$ cat config.mk
export PLATFORM = sky130hd
export DESIGN_NAME = boot_image_section_parser
export DESIGN_NICKNAME = d
export VERILOG_FILES = /design/src/design/bisp_pkg.sv /design/src/design/bisp_parse_core.sv /design/src/design/boot_image_section_parser.sv
export VERILOG_INCLUDE_DIRS = /design/src /design/src/design
export SDC_FILE = /design/constraint.sdc
export NUM_CORES = 1
export LEC_CHECK = 0
export BUFFER_PORTS_ARGS = -buffer_cell sky130_fd_sc_hd__buf_2
export CAP_MARGIN = 0
export CORE_AREA = 2 2 213 215
export DETAILED_ROUTE_END_ITERATION = 12
export DIE_AREA = 0 0 215 217
export PLACE_DENSITY = 0.53
export SLEW_MARGIN = 40
export SYNTH_ARGS = -nofsm -noshare
export SYNTH_HDL_FRONTEND = slang
export SYNTH_HIERARCHICAL = 1
export SYNTH_SLANG_ARGS = --single-unit
$ cat constraint.sdc
create_clock -name clk -period 10.2 [get_ports clk]
set_input_delay 0.51 -clock clk [delete_from_list [all_inputs] [get_ports clk]]
set_output_delay 0.51 -clock clk [all_outputs]
set_load 0.05 [all_outputs]
$ cat src/design/boot_image_section_parser_defines.svh
// Assertion macros shared by the boot image section parser RTL.
// Each macro expects clk and arst_n in scope of the including module.
`ifndef BOOT_IMAGE_SECTION_PARSER_DEFINES_SVH
`define BOOT_IMAGE_SECTION_PARSER_DEFINES_SVH

// Same-cycle implication, disabled during reset.
`define BISP_ASSERT_NOW(label, ante, cons, msg) \
	label: assert property (@(posedge clk) disable iff (!arst_n) (ante) |-> (cons)) \
		else $error(msg);

// Next-cycle implication, disabled during reset.
`define BISP_ASSERT_NEXT(label, ante, cons, msg) \
	label: assert property (@(posedge clk) disable iff (!arst_n) (ante) |=> (cons)) \
		else $error(msg);

`endif

$ cat src/design/bisp_pkg.sv
// Package for the boot image section parser: payload structs, phase and
// result codes, image format constants. No dependencies.
`timescale 1ns / 1ps

package bisp_pkg;

	localparam int MAX_IMAGE_WORDS = 65536;
	// counters must hold MAX_IMAGE_WORDS itself
	localparam int CNT_W = $clog2(MAX_IMAGE_WORDS + 1);
	localparam logic [31:0] MAX_WORDS_32 = 32'(MAX_IMAGE_WORDS);

	localparam logic [15:0] SIGNATURE  = 16'h5943; // 'C','Y' little-endian
	localparam logic [7:0]  IMAGE_TYPE = 8'hB0;

	typedef enum logic [2:0] {
		PH_HEADER   = 3'd0,
		PH_LENGTH   = 3'd1,
		PH_ADDRESS  = 3'd2,
		PH_DATA     = 3'd3,
		PH_CHECKSUM = 3'd4,
		PH_DONE     = 3'd5,
		PH_HALTED   = 3'd6
	} phase_t;

	typedef enum logic [1:0] {
		KIND_NONE   = 2'd0,
		KIND_WRITE  = 2'd1,
		KIND_ACCEPT = 2'd2,
		KIND_ERROR  = 2'd3
	} kind_t;

	typedef enum logic [2:0] {
		ERR_NONE      = 3'd0,
		ERR_SIGNATURE = 3'd1,
		ERR_NO_CODE   = 3'd2,
		ERR_TYPE      = 3'd3,
		ERR_CHECKSUM  = 3'd4,
		ERR_TOO_LARGE = 3'd5,
		ERR_TRUNCATED = 3'd6
	} err_t;

	typedef struct packed {
		logic [31:0] image_word;
		logic        first_word;
		logic        last_word;
	} in_item_t;

	typedef struct packed {
		kind_t       result_kind;
		logic [31:0] target_address;
		logic [31:0] write_data;
		err_t        error_code;
	} out_item_t;

endpackage

$ cat src/design/bisp_parse_core.sv
// Parser state registers and the single-step parse logic.
// Depends on bisp_pkg.
`timescale 1ns / 1ps

module bisp_parse_core (
	input  logic               clk,
	input  logic               arst_n,
	input  logic               step,
	input  bisp_pkg::in_item_t item,
	output bisp_pkg::out_item_t result
);

	bisp_pkg::phase_t                phase_q, phase_e, phase_d;
	logic [bisp_pkg::CNT_W-1:0]      left_q, left_e, left_d;
	logic [bisp_pkg::CNT_W-1:0]      seen_q, seen_e, seen_d;
	logic [31:0]                     load_q, load_e, load_d;
	logic [31:0]                     sum_q, sum_e, sum_d;
	logic [31:0]                     entry_q, entry_e, entry_d;
	logic [31:0]                     w;
	bisp_pkg::kind_t                 kind;
	bisp_pkg::err_t                  err;
	logic [31:0]                     addr;
	logic [31:0]                     data;

	always_ff @(posedge clk or negedge arst_n) begin
		if (!arst_n) begin
			phase_q <= bisp_pkg::PH_HEADER;
			left_q  <= '0;
			seen_q  <= '0;
			load_q  <= '0;
			sum_q   <= '0;
			entry_q <= '0;
		end else if (step) begin
			phase_q <= phase_d;
			left_q  <= left_d;
			seen_q  <= seen_d;
			load_q  <= load_d;
			sum_q   <= sum_d;
			entry_q <= entry_d;
		end
	end

	always_comb begin
		w = item.image_word;
		// first_word restarts from the reset state before this word is parsed
		if (item.first_word) begin
			phase_e = bisp_pkg::PH_HEADER;
			left_e  = '0;
			seen_e  = '0;
			load_e  = '0;
			sum_e   = '0;
			entry_e = '0;
		end else begin
			phase_e = phase_q;
			left_e  = left_q;
			seen_e  = seen_q;
			load_e  = load_q;
			sum_e   = sum_q;
			entry_e = entry_q;
		end

		phase_d = phase_e;
		left_d  = left_e;
		seen_d  = seen_e;
		load_d  = load_e;
		sum_d   = sum_e;
		entry_d = entry_e;
		kind    = bisp_pkg::KIND_NONE;
		err     = bisp_pkg::ERR_NONE;
		addr    = '0;
		data    = '0;

		if (phase_e != bisp_pkg::PH_DONE && phase_e != bisp_pkg::PH_HALTED) begin
			if (seen_e >= bisp_pkg::CNT_W'(bisp_pkg::MAX_IMAGE_WORDS)) begin
				err = bisp_pkg::ERR_TOO_LARGE;
			end else begin
				seen_d = seen_e + 1'b1;
				case (phase_e)
					bisp_pkg::PH_HEADER: begin
						if (w[15:0] != bisp_pkg::SIGNATURE) begin
							err = bisp_pkg::ERR_SIGNATURE;
						end else if (w[16]) begin
							err = bisp_pkg::ERR_NO_CODE;
						end else if (w[31:24] != bisp_pkg::IMAGE_TYPE) begin
							err = bisp_pkg::ERR_TYPE;
						end else begin
							sum_d   = '0;
							phase_d = bisp_pkg::PH_LENGTH;
						end
					end
					bisp_pkg::PH_LENGTH: begin
						if (w > bisp_pkg::MAX_WORDS_32) begin
							err = bisp_pkg::ERR_TOO_LARGE;
						end else begin
							left_d  = w[bisp_pkg::CNT_W-1:0];
							phase_d = bisp_pkg::PH_ADDRESS;
						end
					end
					bisp_pkg::PH_ADDRESS: begin
						// zero-length section: address word is the entry point
						if (left_e == '0) begin
							entry_d = w;
							phase_d = bisp_pkg::PH_CHECKSUM;
						end else begin
							load_d  = w;
							phase_d = bisp_pkg::PH_DATA;
						end
					end
					bisp_pkg::PH_DATA: begin
						kind   = bisp_pkg::KIND_WRITE;
						addr   = load_e;
						data   = w;
						sum_d  = sum_e + w;
						load_d = load_e + 32'd4;
						left_d = left_e - 1'b1;
						if (left_e == bisp_pkg::CNT_W'(1)) begin
							phase_d = bisp_pkg::PH_LENGTH;
						end
					end
					bisp_pkg::PH_CHECKSUM: begin
						if (w == sum_e) begin
							kind    = bisp_pkg::KIND_ACCEPT;
							addr    = entry_e;
							phase_d = bisp_pkg::PH_DONE;
						end else begin
							err = bisp_pkg::ERR_CHECKSUM;
						end
					end
					default: begin
					end
				endcase
			end
			if (err == bisp_pkg::ERR_NONE && item.last_word && phase_d != bisp_pkg::PH_DONE) begin
				err = bisp_pkg::ERR_TRUNCATED;
			end
			if (err != bisp_pkg::ERR_NONE) begin
				kind    = bisp_pkg::KIND_ERROR;
				addr    = '0;
				data    = '0;
				phase_d = bisp_pkg::PH_HALTED;
			end
		end

		result.result_kind    = kind;
		result.target_address = addr;
		result.write_data     = data;
		result.error_code     = err;
	end

endmodule

$ cat src/design/boot_image_section_parser.sv
// Top level of the boot image section parser: input register, parse core,
// result register. Depends on bisp_pkg, bisp_parse_core and the defines header.
//
//  channel   direction  handshake                    payload
//  item      in         item_valid / item_ready      bisp_pkg::in_item_t
//  result    out        result_valid / result_ready  bisp_pkg::out_item_t
//
// One result per accepted word, held in the input register and then in the result register.
// Sustained rate one word per cycle while result_ready is high: parse state updates as a word moves from
// the input register into the result register.
// item_ready drops only when the input register is full and the result
// register holds a result that is not being taken.
// arst_n clears the parse state (header expected) and both valid flags.
`timescale 1ns / 1ps
`include "boot_image_section_parser_defines.svh"

module boot_image_section_parser (
	input  logic                clk,
	input  logic                arst_n,
	input  logic                item_valid,
	output logic                item_ready,
	input  bisp_pkg::in_item_t  item,
	output logic                result_valid,
	input  logic                result_ready,
	output bisp_pkg::out_item_t result
);

	logic                valid_s1;
	bisp_pkg::in_item_t  item_s1;
	logic                advance;
	bisp_pkg::out_item_t core_result;
	bisp_pkg::out_item_t result_q;
	logic                result_valid_q;

	assign advance    = valid_s1 && (!result_valid_q || result_ready);
	assign item_ready = !valid_s1 || advance;

	always_ff @(posedge clk or negedge arst_n) begin
		if (!arst_n) begin
			valid_s1 <= 1'b0;
		end else if (item_ready) begin
			valid_s1 <= item_valid;
		end
	end

	always_ff @(posedge clk) begin
		if (item_valid && item_ready) begin
			item_s1 <= item;
		end
	end

	bisp_parse_core u_core (
		.clk    (clk),
		.arst_n (arst_n),
		.step   (advance),
		.item   (item_s1),
		.result (core_result)
	);

	always_ff @(posedge clk or negedge arst_n) begin
		if (!arst_n) begin
			result_valid_q <= 1'b0;
		end else if (advance) begin
			result_valid_q <= 1'b1;
		end else if (result_ready) begin
			result_valid_q <= 1'b0;
		end
	end

	always_ff @(posedge clk) begin
		if (advance) begin
			result_q <= core_result;
		end
	end

	assign result_valid = result_valid_q;
	assign result       = result_q;

	`BISP_ASSERT_NEXT(a_advance_gives_result, advance, result_valid_q, "advance lost a result")
	`BISP_ASSERT_NOW(a_stall_means_full, !item_ready, valid_s1 && result_valid_q && !result_ready, "item_ready low without a full stall")
	`BISP_ASSERT_NOW(a_error_has_code, result_valid_q && result_q.result_kind == bisp_pkg::KIND_ERROR, result_q.error_code != bisp_pkg::ERR_NONE, "error result without code")
	`BISP_ASSERT_NOW(a_code_only_on_error, result_valid_q && result_q.result_kind != bisp_pkg::KIND_ERROR, result_q.error_code == bisp_pkg::ERR_NONE, "error code on non-error result")

endmodule
==> reports/results.ini, run 1 <==
[floorplan]
fp.coreArea_mm2=0.0447
die_w_um=215
rows=78
io_pins=109
die-area_mm2=0.0467
start_util=0.294
fp.dieH_um=217

[cells_and_area]
syn2layout_area_growth_pct=16.4
drive_gt1_frac=0.137
nets=1496
diodes=0
stdcell_count=2043

[run_status]
outcome=completed

[hold_path]
hold_class=in -> reg

[placed_design]
io_buffers=108
dp_slack_ns=5.14
dp_cells=1990
dp_hpwl_um=27300
place_congestion=0.869

[timing]
grt_setup_unrepaired=false
finalSetupTns_ns=0
worstMarginPinSlew_ns=0.787
drv_slew=0
min_period_ns=5.16
fin_skew_ns=0.0336
hold-worst-slack_ns=0.0990
hold_violations=0
max-slew-margin-rel=0.472
post-route-period-util=0.506
setup_viol=0
layout_setup_ws_ns=5.04
fmax_ghz=0.194

[pwr]
powerDensity_mw_per_mm2=166
p_total_uw=2540
leakagePower_uw=0.00599
ir_drop_mv=0.0890

[yosys]
synth-edff-count=103
synth_nets=1425
async_reset_ff_frac=0.567
avgSynthCellArea_um2=9.73
synth_cells=1350
yosys_warnings=6
synth_flop_cell=dfrtp_1
synth.top_cells.by_area=dfrtp_1 26%, edfxtp_1 24%, a22o_1 4.3%, a21oi_1 4.0%, o21ai_0 3.9%
yosysTopAreaCell=dfrtp_1
yosys_register_bits=238
yosys.cell_types.count=75
synth.cell_area_mm2=0.0131
yosysTopAreaCellShare=0.257
ys_seq_area_frac=0.493

[critical_path]
startpoint_type=register
worstPathArrival_ns=5.59
worstPathRequired_ns=10.63
endpoint_kind=register
crit_top_cell=buf_4
cp_slowest_cell=buf_4
cp_cell_sequence=buf_4 -> buf_4 -> nor2b_1 -> ha_1 -> nor4_1 -> nand4_1 -> nor4_4 -> buf_4 -> nor3_1 -> a31oi_1 -> nand2_1 -> o21a_1 -> nor2_2 -> buf_4 -> and2_1
path_max_fanout=59
critical_path_class=reg -> reg
critPathMaxStageDelay_ns=0.61

[detailed_routing]
wl_per_cell_um=20.0
dr.first_iter.drc_count=1074
drc=0
drtAntennaViolNets=0
vias_per_cell=5.38
routed_wl_um=40900
vias=11000
dr.pass1.iters=5

[clock_network]
postCtsSetupRepairBufs=0
cts_tree=yes
path_clk_slew_ns=0.06
clk_latency_ns=0.59
cts_htree_levels=1
cts_made_buffers=28
cts.sinks=238
root_buffer=clkbuf_16
clock_path_buffers=3

[global_route]
grt.total_usage=0.173
grt_max_degree=69
overflow=0
antenna_found_initial=4
grt_pass1_wl_um=63700
first_global_vias=10800

[run]
drv_cap=0

cell families after synthesis:
logic type,count (synthesis),share of synthesized area
mux,5,0.00381
flops,238,0.493
simple gates,500,0.197
buf+inv,103,0.0303
fa+ha+maj,37,0.0358
xor+xnor,46,0.0307
compound gates,421,0.209
Yosys cell counts, types with 4 or more instances:
master and n:
xnor2_1 31, a21oi_1 105, edfxtp_1 103, nor2_1 116, xor2_1 15, nand3_1 33
o21ai_0 101, nand4_1 22, nor2b_1 59, buf_2 6, a211oi_1 9, ha_1 36
and4_1 4, inv_1 19, buf_1 4, o21ai_1 9, or4_1 4, nor3_1 36
and2_1 39, nand2_1 116, clkbuf_1 71, nor4_1 18, a22oi_1 43, o21a_1 5
o311ai_0 4, o211ai_1 6, o21bai_1 4, dfrtp_1 135, o22ai_1 9, or3_1 7
and3_1 7, a21o_1 15, a221oi_1 6, nor3b_1 6, a22o_1 64, nand2b_1 15
a31oi_1 8, mux2i_1 5, a32o_1 5
layer usage:
layer / global-route usage / vias to the layer above / routed length, µm
li1: - / 5172 / -
met5: 0 / - / 0
met1: 0.243 / 5357 / 18700
met3: 0.0219 / 70 / 2520
met2: 0.279 / 391 / 18700
met4: 0.0526 / 0 / 957
critical path, delay by kind of cell (launching register included):
family	cells	cell delay, ns
buffers and inverters	4	1.93
AO/OA/AOI/OAI	2	0.52
AND/OR/NAND/NOR	8	1.79
adder cells (fa/ha/maj)	1	0.38
flip-flops	1	0.32
flip-flops by register name, indices dropped and copies added (netlist names), 3 cells and up:
register	cells
result	69
item_s1	34
u_core/entry_q	32
u_core/load_q	32
u_core/sum_q	32
u_core/left_q	17
u_core/seen_q	17
u_core/phase_q	3
worst paths after layout:
| path | start | endpoint | slack [ns] | depth (start not counted) |
|---|---|---|---|---|
| setup / recovery | item_s1[1] | result[9] | 5.04 | 15 |
| hold / removal | item[33] | item_s1[33] | 0.1 | 1 |
| setup reg to reg | item_s1[1] | result[9] | 5.04 | 15 |
| hold reg to reg | u_core/sum_q[24] | u_core/sum_q[24] | 0.47 | 1 |
| max in group asynchronous | arst_n | u_core/seen_q[1] | 8.59 | 3 |
| min in group asynchronous | arst_n | u_core/entry_q[5] | 0.54 | 2 |
cells in the final DEF (no fill, tap or decap), drive strengths merged, types with 43 or more instances in the layout:
cell      n
a21oi   105
a22o     64
a22oi    43
buf     124
dfrtp   135
edfxtp  103
nand2   116
nor2    117
nor2b    59
o21ai   110
where the power goes:
group	switching (µW)	leakage [µW]	internal (µW)
Combinational	258	0.00266	104
Clock	435	0.000474	617
Sequential	66.7	0.00286	1060
through the flow:
| step | instance area, µm² | utilization |
|---|---|---|
| 6_report | 15300 | 0.342 |
| 5_1_grt | 15300 | 0.342 |
| 4_1_cts | 15300 | 0.342 |
| 3_5_place_dp | 14300 | 0.320 |
| 3_3_place_gp | 14200 | 0.319 |
| 2_1_floorplan | 13100 | - |
area by class of cell:
| type | instances | area, µm² |
|---|---|---|
| sequential | 238 | 6470 |
| fill | 4605 | 29400 |
| inverter | 19 | 71.3 |
| tap | 600 | 751 |
| timing repair buffer | 125 | 696 |
| clock buffer | 34 | 764 |
| multi-input combinational | 1009 | 6310 |
| clock inverter | 18 | 215 |
timing repair:
item | in CTS | in global routing
hold buffers | 1 | 0
endpoints found under the hold margin | 67 | 0
gates resized for setup | 0 | 0
No activity file was read; power rests on OpenSTA's default activity.
==> run 2, diff against run 1 <==
==> constraint.sdc (replaced) <==
create_clock -name clk -period 5.2 [get_ports clk]
set_input_delay 0.26 -clock clk [delete_from_list [all_inputs] [get_ports clk]]
set_output_delay 0.26 -clock clk [all_outputs]
set_load 0.05 [all_outputs]
==> run 2 against run 1 <==
Against the previous run:
- maximum frequency increased by 25%
- sequential share of layout area is 1.3 points lower
- total power rose by 100%
- core utilization up 1.1 points
- cell area grew 3.2%
- sequential power increased by 96%
- flip-flop and latch count stayed put
- largest cell class unchanged
- non-clock buffer count grew 48
- critical path depth down 2
- die area unchanged
==> reports/results.ini, run 2 (synthesis results as in run 1) <==
[run_status]
outcome=completed

[cells_and_area]
drive_gt1_frac=0.135  ; -0.00122
seq_area_mm2=0.00647  ; unchanged
nets=1545  ; +3.3%
largest_reg_flops=69  ; unchanged
final_cell_mix=135 x dfrtp_1, 116 x nand2_1, 115 x nor2_1
multi_input_area_mm2=0.00630  ; -0.22%
syn2layout_area_growth_pct=20.1
nFillCells=4614  ; +0.20%
diodes=0  ; unchanged
layout_commonest_cell=dfrtp_1
fin_area_mm2=0.0158  ; +3.2%

[timing]
fin_skew_ns=0.0312  ; -0.00242 ns
setup_viol=0  ; unchanged
post-route-period-util=0.793  ; +0.288
fmax_ghz=0.242  ; +25%
finalSetupTns_ns=0  ; unchanged
hold_violations=0  ; unchanged
max-slew-margin-rel=0.495  ; +0.0227
grt_setup_unrepaired=false
drv_slew=0  ; unchanged
min_period_ns=4.12  ; -1.03 ns
worstMarginPinSlew_ns=0.750  ; -0.0367 ns

[clock_network]
root_buffer=clkbuf_16
path_clk_slew_ns=0.07  ; about the same
clock_path_buffers=3  ; unchanged
cts_tree=yes
cts_htree_levels=1  ; unchanged
cts_made_buffers=29  ; +3.6%
clk_latency_ns=0.59  ; about the same
cts.sinks=238  ; unchanged

[critical_path]
endpoint_kind=register
path_max_fanout=32  ; -46%
startpoint=item_s1[1]
critical_path_class=reg -> reg
critPathMaxStageDelay_ns=0.53  ; -0.08 ns
critPathTopFamily=compound AO/OA/AOI/OAI gates
worstPathRequired_ns=5.60  ; -5.03 ns
crit_top_cell=a21oi_1
rr_startpoint=item_s1[1]
startpoint_type=register
cp_slowest_cell=nand4b_4
rr_endpoint=result[42]
critPathBufInv=2  ; -2
worstPathArrival_ns=4.52  ; -1.07 ns
r2r_slack_ns=1.08  ; -3.97 ns
cp_cell_sequence=buf_6 -> buf_6 -> nor2b_1 -> ha_1 -> nor4_1 -> nand4_1 -> o31ai_1 -> o211ai_1 -> a21oi_1 -> a21oi_1 -> o21a_1 -> nand4b_4 -> a21oi_1
r2r_cells=13  ; -2

[global_route]
first_global_vias=11100  ; +2.9%
grt_max_degree=89  ; +29%
overflow=0  ; unchanged
grt_pass1_wl_um=64400  ; +1.2%
grt.total_usage=0.176  ; +0.00309
antenna_found_initial=4  ; unchanged

[pwr]
p_total_uw=5100  ; +100%
leakagePower_uw=0.00621  ; +3.7%
powerDensity_mw_per_mm2=323  ; +95%
ir_drop_mv=0.221  ; +150%

[floorplan]
fp.dieH_um=217  ; unchanged
fp.coreArea_mm2=0.0447  ; unchanged
io_pins=109  ; unchanged
rows=78  ; unchanged
die-area_mm2=0.0467  ; unchanged
die_w_um=215  ; unchanged
start_util=0.294  ; unchanged

[detailed_routing]
route.met2.wl_um=19100  ; +2.0%
dr.pass1.iters=5  ; unchanged
vias=11200  ; +1.8%
vias_per_cell=5.34  ; -0.66%
dr.first_iter.drc_count=1033  ; -3.8%
drc=0  ; unchanged
drt-met1-wl_um=19000  ; +1.5%
wl_per_cell_um=19.8  ; -1.1%
top_layer_used=met4
routed_wl_um=41500  ; +1.3%
drtAntennaViolNets=0  ; unchanged
wl_met3_um=2280  ; -9.7%

[placed_design]
place_congestion=0.836  ; -3.8%
place_area_mm2=0.0144  ; +0.61%
io_buffers=108  ; unchanged
dp_hpwl_um=27400  ; +0.27%

[hold_path]
hold_class=in -> async

[run]
drv_cap=0  ; unchanged

## run 2: cell count changes in the layout (fill, tap and decap cells not counted), moves of 2 or more
| cell | before | now |
|---|---|---|
| buf_4 | 13 | 22 |
| bufinv_16 | 3 | 5 |
| clkinv_1 | 1 | 6 |
| clkinv_2 | 5 | 3 |
| clkinvlp_4 | 3 | 1 |
| dlygate4sd3_1 | 1 | 38 |
## run 2: routing by layer
metal,vias to the layer above,GRT usage
met1,5516,0.242
met3,74,0.0221
met4,0,0.0586
met5,-,0
met2,343,0.288
li1,5252,-
## run 2: timing repair
action | in CTS | in global routing
resized for setup | 0 | 0
endpoints found under the hold margin | 123 | 0
buffers inserted | 0 | 0
hold buffers | 38 | 0
## run 2: where the power goes
group | switching, µW | leakage, µW | internal (µW)
combinational | 515 | 0.00286 | 229
sequential | 126 | 0.00286 | 2070
clock | 842 | 0.000494 | 1310
total | 1480 | 0.00621 | 3620
## run 2: per-stage QoR
step | utilization | hold WS, ns | std cells | setup WS (ns)
floorplan | - | -0.0356 | 1350 | 0.579
global placement | 0.320 | 0.400 | 1997 | 0.766
detailed placement | 0.322 | 0.333 | 2001 | 1.06
CTS | 0.353 | 0.334 | 2093 | 1.03
global route | 0.353 | 0.363 | 2093 | 0.630
finish | 0.353 | 0.319 | 2093 | 1.08
## run 2: worst max-delay path by stage
stage,to,cells after the start,slack [ns]
2_1_floorplan,result[36],20,0.58
3_3_place_gp,result[42],12,0.77
3_5_place_dp,result[42],13,1.06
4_1_cts,result[42],13,1.03
5_1_grt,result[42],13,0.63
6_report,result[42],13,1.08
## run 2: area by class of cell
type / count / share of cell area
Clock buffer: 36 / 0.0496
Clock inverter: 18 / 0.0148
Inverter: 19 / 0.00452
Multi-Input combinational cell: 1009 / 0.399
Sequential cell: 238 / 0.410
Tap cell: 600 / 0.0476
Timing Repair Buffer: 173 / 0.0739
## run 2: worst reg2reg max path: stages (launching register included)
cell and delay (ns):
edfxtp_1 0.51, buf_6 0.21, buf_6 0.14, nor2b_1 0.12
ha_1 0.33, nor4_1 0.34, nand4_1 0.25, o31ai_1 0.47
o211ai_1 0.15, a21oi_1 0.19, a21oi_1 0.13, o21a_1 0.27
nand4b_4 0.53, a21oi_1 0.29
==> run 3, diff against run 2 <==
==> constraint.sdc (replaced) <==
create_clock -name clk -period 4.2 [get_ports clk]
set_input_delay 0.21 -clock clk [delete_from_list [all_inputs] [get_ports clk]]
set_output_delay 0.21 -clock clk [all_outputs]
set_load 0.05 [all_outputs]
==> run 3 against run 2 <==
Against the previous run:
- non-clock buffer count rose by 11
- cell area rose by 0.43%
- critical path type unchanged
- highest routed layer unchanged
- die area did not move
- combinational power is 27% higher
==> reports/results.ini, run 3 (synthesis results as in run 1) <==
[timing]
drv_slew=0  ; unchanged
worstMarginPinSlew_ns=0.873  ; +0.122 ns
layout_setup_ws_ns=0.249  ; -0.827 ns
max-slew-margin-rel=0.414  ; -0.0802
post-route-period-util=0.941  ; +0.148
finalSetupTns_ns=0  ; unchanged
grt_setup_unrepaired=false
hold_violations=0  ; unchanged
fmax_ghz=0.253  ; +4.4%
setup_viol=0  ; unchanged
min_period_ns=3.95  ; -0.173 ns
fin_skew_ns=0.0404  ; +0.00917 ns

[global_route]
grt.total_usage=0.176  ; -0.000218
first_global_vias=11000  ; -0.18%
antenna_found_initial=0  ; -4
grt_pass1_wl_um=64600  ; +0.36%
overflow=0  ; unchanged
grt_max_degree=116  ; +30%

[detailed_routing]
drc=0  ; unchanged
dr.first_iter.drc_count=957  ; -7.4%
dr.pass1.iters=5  ; unchanged
drtAntennaViolNets=0  ; unchanged
routed_wl_um=41900  ; +0.97%
wl_per_cell_um=19.9  ; +0.49%
vias=11200  ; +0.12%
vias_per_cell=5.32  ; -0.36%

[floorplan]
fp.coreArea_mm2=0.0447  ; unchanged
io_pins=109  ; unchanged
die_w_um=215  ; unchanged
rows=78  ; unchanged
fp.dieH_um=217  ; unchanged
die-area_mm2=0.0467  ; unchanged
start_util=0.294  ; unchanged

[clock_network]
cts_htree_levels=1  ; unchanged
postCtsHoldBufs=38  ; unchanged
cts_made_buffers=28  ; -3.4%
root_buffer=clkbuf_16
postCtsSetupRepairBufs=0  ; unchanged
clock_path_buffers=3  ; unchanged
cts_tree=yes
cts.sinks=238  ; unchanged
path_clk_slew_ns=0.07  ; about the same
clk_latency_ns=0.60  ; about the same
ctsResizeCount=0  ; unchanged

[cells_and_area]
nFillCells=4598  ; -0.35%
nets=1555  ; +0.65%
largest_reg_flops=69  ; unchanged
drive_gt1_frac=0.145  ; +0.00984
stdcell_count=2103  ; +0.48%
fin_area_mm2=0.0158  ; +0.43%
layout_commonest_cell=dfrtp_1
syn2layout_area_growth_pct=20.6
final_cell_mix=135 x dfrtp_1, 116 x nand2_1, 115 x nor2_1

[placed_design]
dp_slack_ns=0.330  ; -0.732 ns
io_buffers=108  ; unchanged
place_congestion=0.899  ; +7.4%
dp_cells=2012  ; +0.55%
place_area_mm2=0.0144  ; +0.48%
dp_hpwl_um=28000  ; +2.1%

[critical_path]
rr_startpoint=item_s1[1]
path_max_fanout=56  ; +75%
rr_endpoint=result[39]
r2r_slack_ns=0.25  ; -0.83 ns
startpoint_type=register
r2r_cells=13  ; unchanged
endpoint_kind=register
critical_path_class=reg -> reg
worstPathArrival_ns=4.37  ; -0.15 ns
worstPathRequired_ns=4.61  ; -0.99 ns

[pwr]
ir_drop_mv=0.295  ; +33%
leakagePower_uw=0.00625  ; +0.68%
powerDensity_mw_per_mm2=398  ; +23%

[run_status]
outcome=completed

[hold_path]
hold_class=in -> async

[run]
drv_cap=0  ; unchanged

==> run 3: cell types whose count changed in the layout (fill, tap and decap cells not counted), moves of 3 or more <==
| cell | before | now |
|---|---|---|
| buf_4 | 22 | 36 |
| clkbuf_1 | 4 | 1 |
| clkinv_1 | 6 | 1 |
| clkinv_4 | 2 | 5 |
| clkinvlp_4 | 1 | 4 |
==> run 3: per-stage QoR <==
stage | hold slack [ns] | power [µW] | utilization
floorplan | -0.0856 | 3330 | -
global placement | 0.224 | 3660 | 0.323
detailed placement | 0.231 | 3670 | 0.323
CTS | 0.209 | 6390 | 0.354
global route | 0.233 | 6580 | 0.354
finish | 0.198 | 6300 | 0.354
==> run 3: layer usage <==
| metal | share of wire | up-vias | track usage |
|---|---|---|---|
| met5 | 0 | - | 0 |
| li1 | - | 5274 | - |
| met2 | 0.47 | 398 | 0.290 |
| met4 | 0.027 | 0 | 0.0616 |
| met1 | 0.44 | 5461 | 0.234 |
| met3 | 0.062 | 65 | 0.0280 |
==> run 3: layout make-up <==
| type | count | area (µm²) | area share |
|---|---|---|---|
| clock inverters | 21 | 283 | 0.0179 |
| inverters | 19 | 71.3 | 0.00450 |
| clock buffers | 31 | 732 | 0.0462 |
| multi-input cells | 1009 | 6290 | 0.397 |
| flip-flops and latches | 238 | 6470 | 0.409 |
| repair buffers | 184 | 1240 | 0.0781 |
| diodes | 1 | 2.50 | 0.000158 |
| well taps | 600 | 751 | 0.0474 |
==> run 3: power by group <==
group | switching (µW) | internal, µW | leakage, µW
registers | 136 | 2570 | 0.00286
logic | 658 | 290 | 0.00291
clock network | 1070 | 1580 | 0.000485
total | 1870 | 4430 | 0.00625
==> run 3: how the worst max path moves through the flow <==
stage               start    endpoint  slack, ns  cells after the start
4_1_cts        item_s1[1]  result[39]       0.28                     13
5_1_grt        item_s1[1]  result[39]       0.01                     13
3_3_place_gp   item_s1[1]  result[65]       0.48                     13
6_report       item_s1[1]  result[39]       0.25                     13
3_5_place_dp   item_s1[1]  result[48]       0.33                     13
2_1_floorplan  item_s1[1]  result[36]       0.04                     20
==> run 3: critical path: stages (launching register included) <==
cell      delay [ns]
edfxtp_1        0.42
buf_12          0.21
nor2b_1         0.24
ha_1            0.31
nor4_1          0.37
nand4_1         0.25
o31ai_1         0.47
o211ai_1        0.16
a21oi_1         0.20
a21oi_1         0.13
o21a_1          0.29
nand4b_4        0.21
buf_4           0.28
nor2_1          0.16
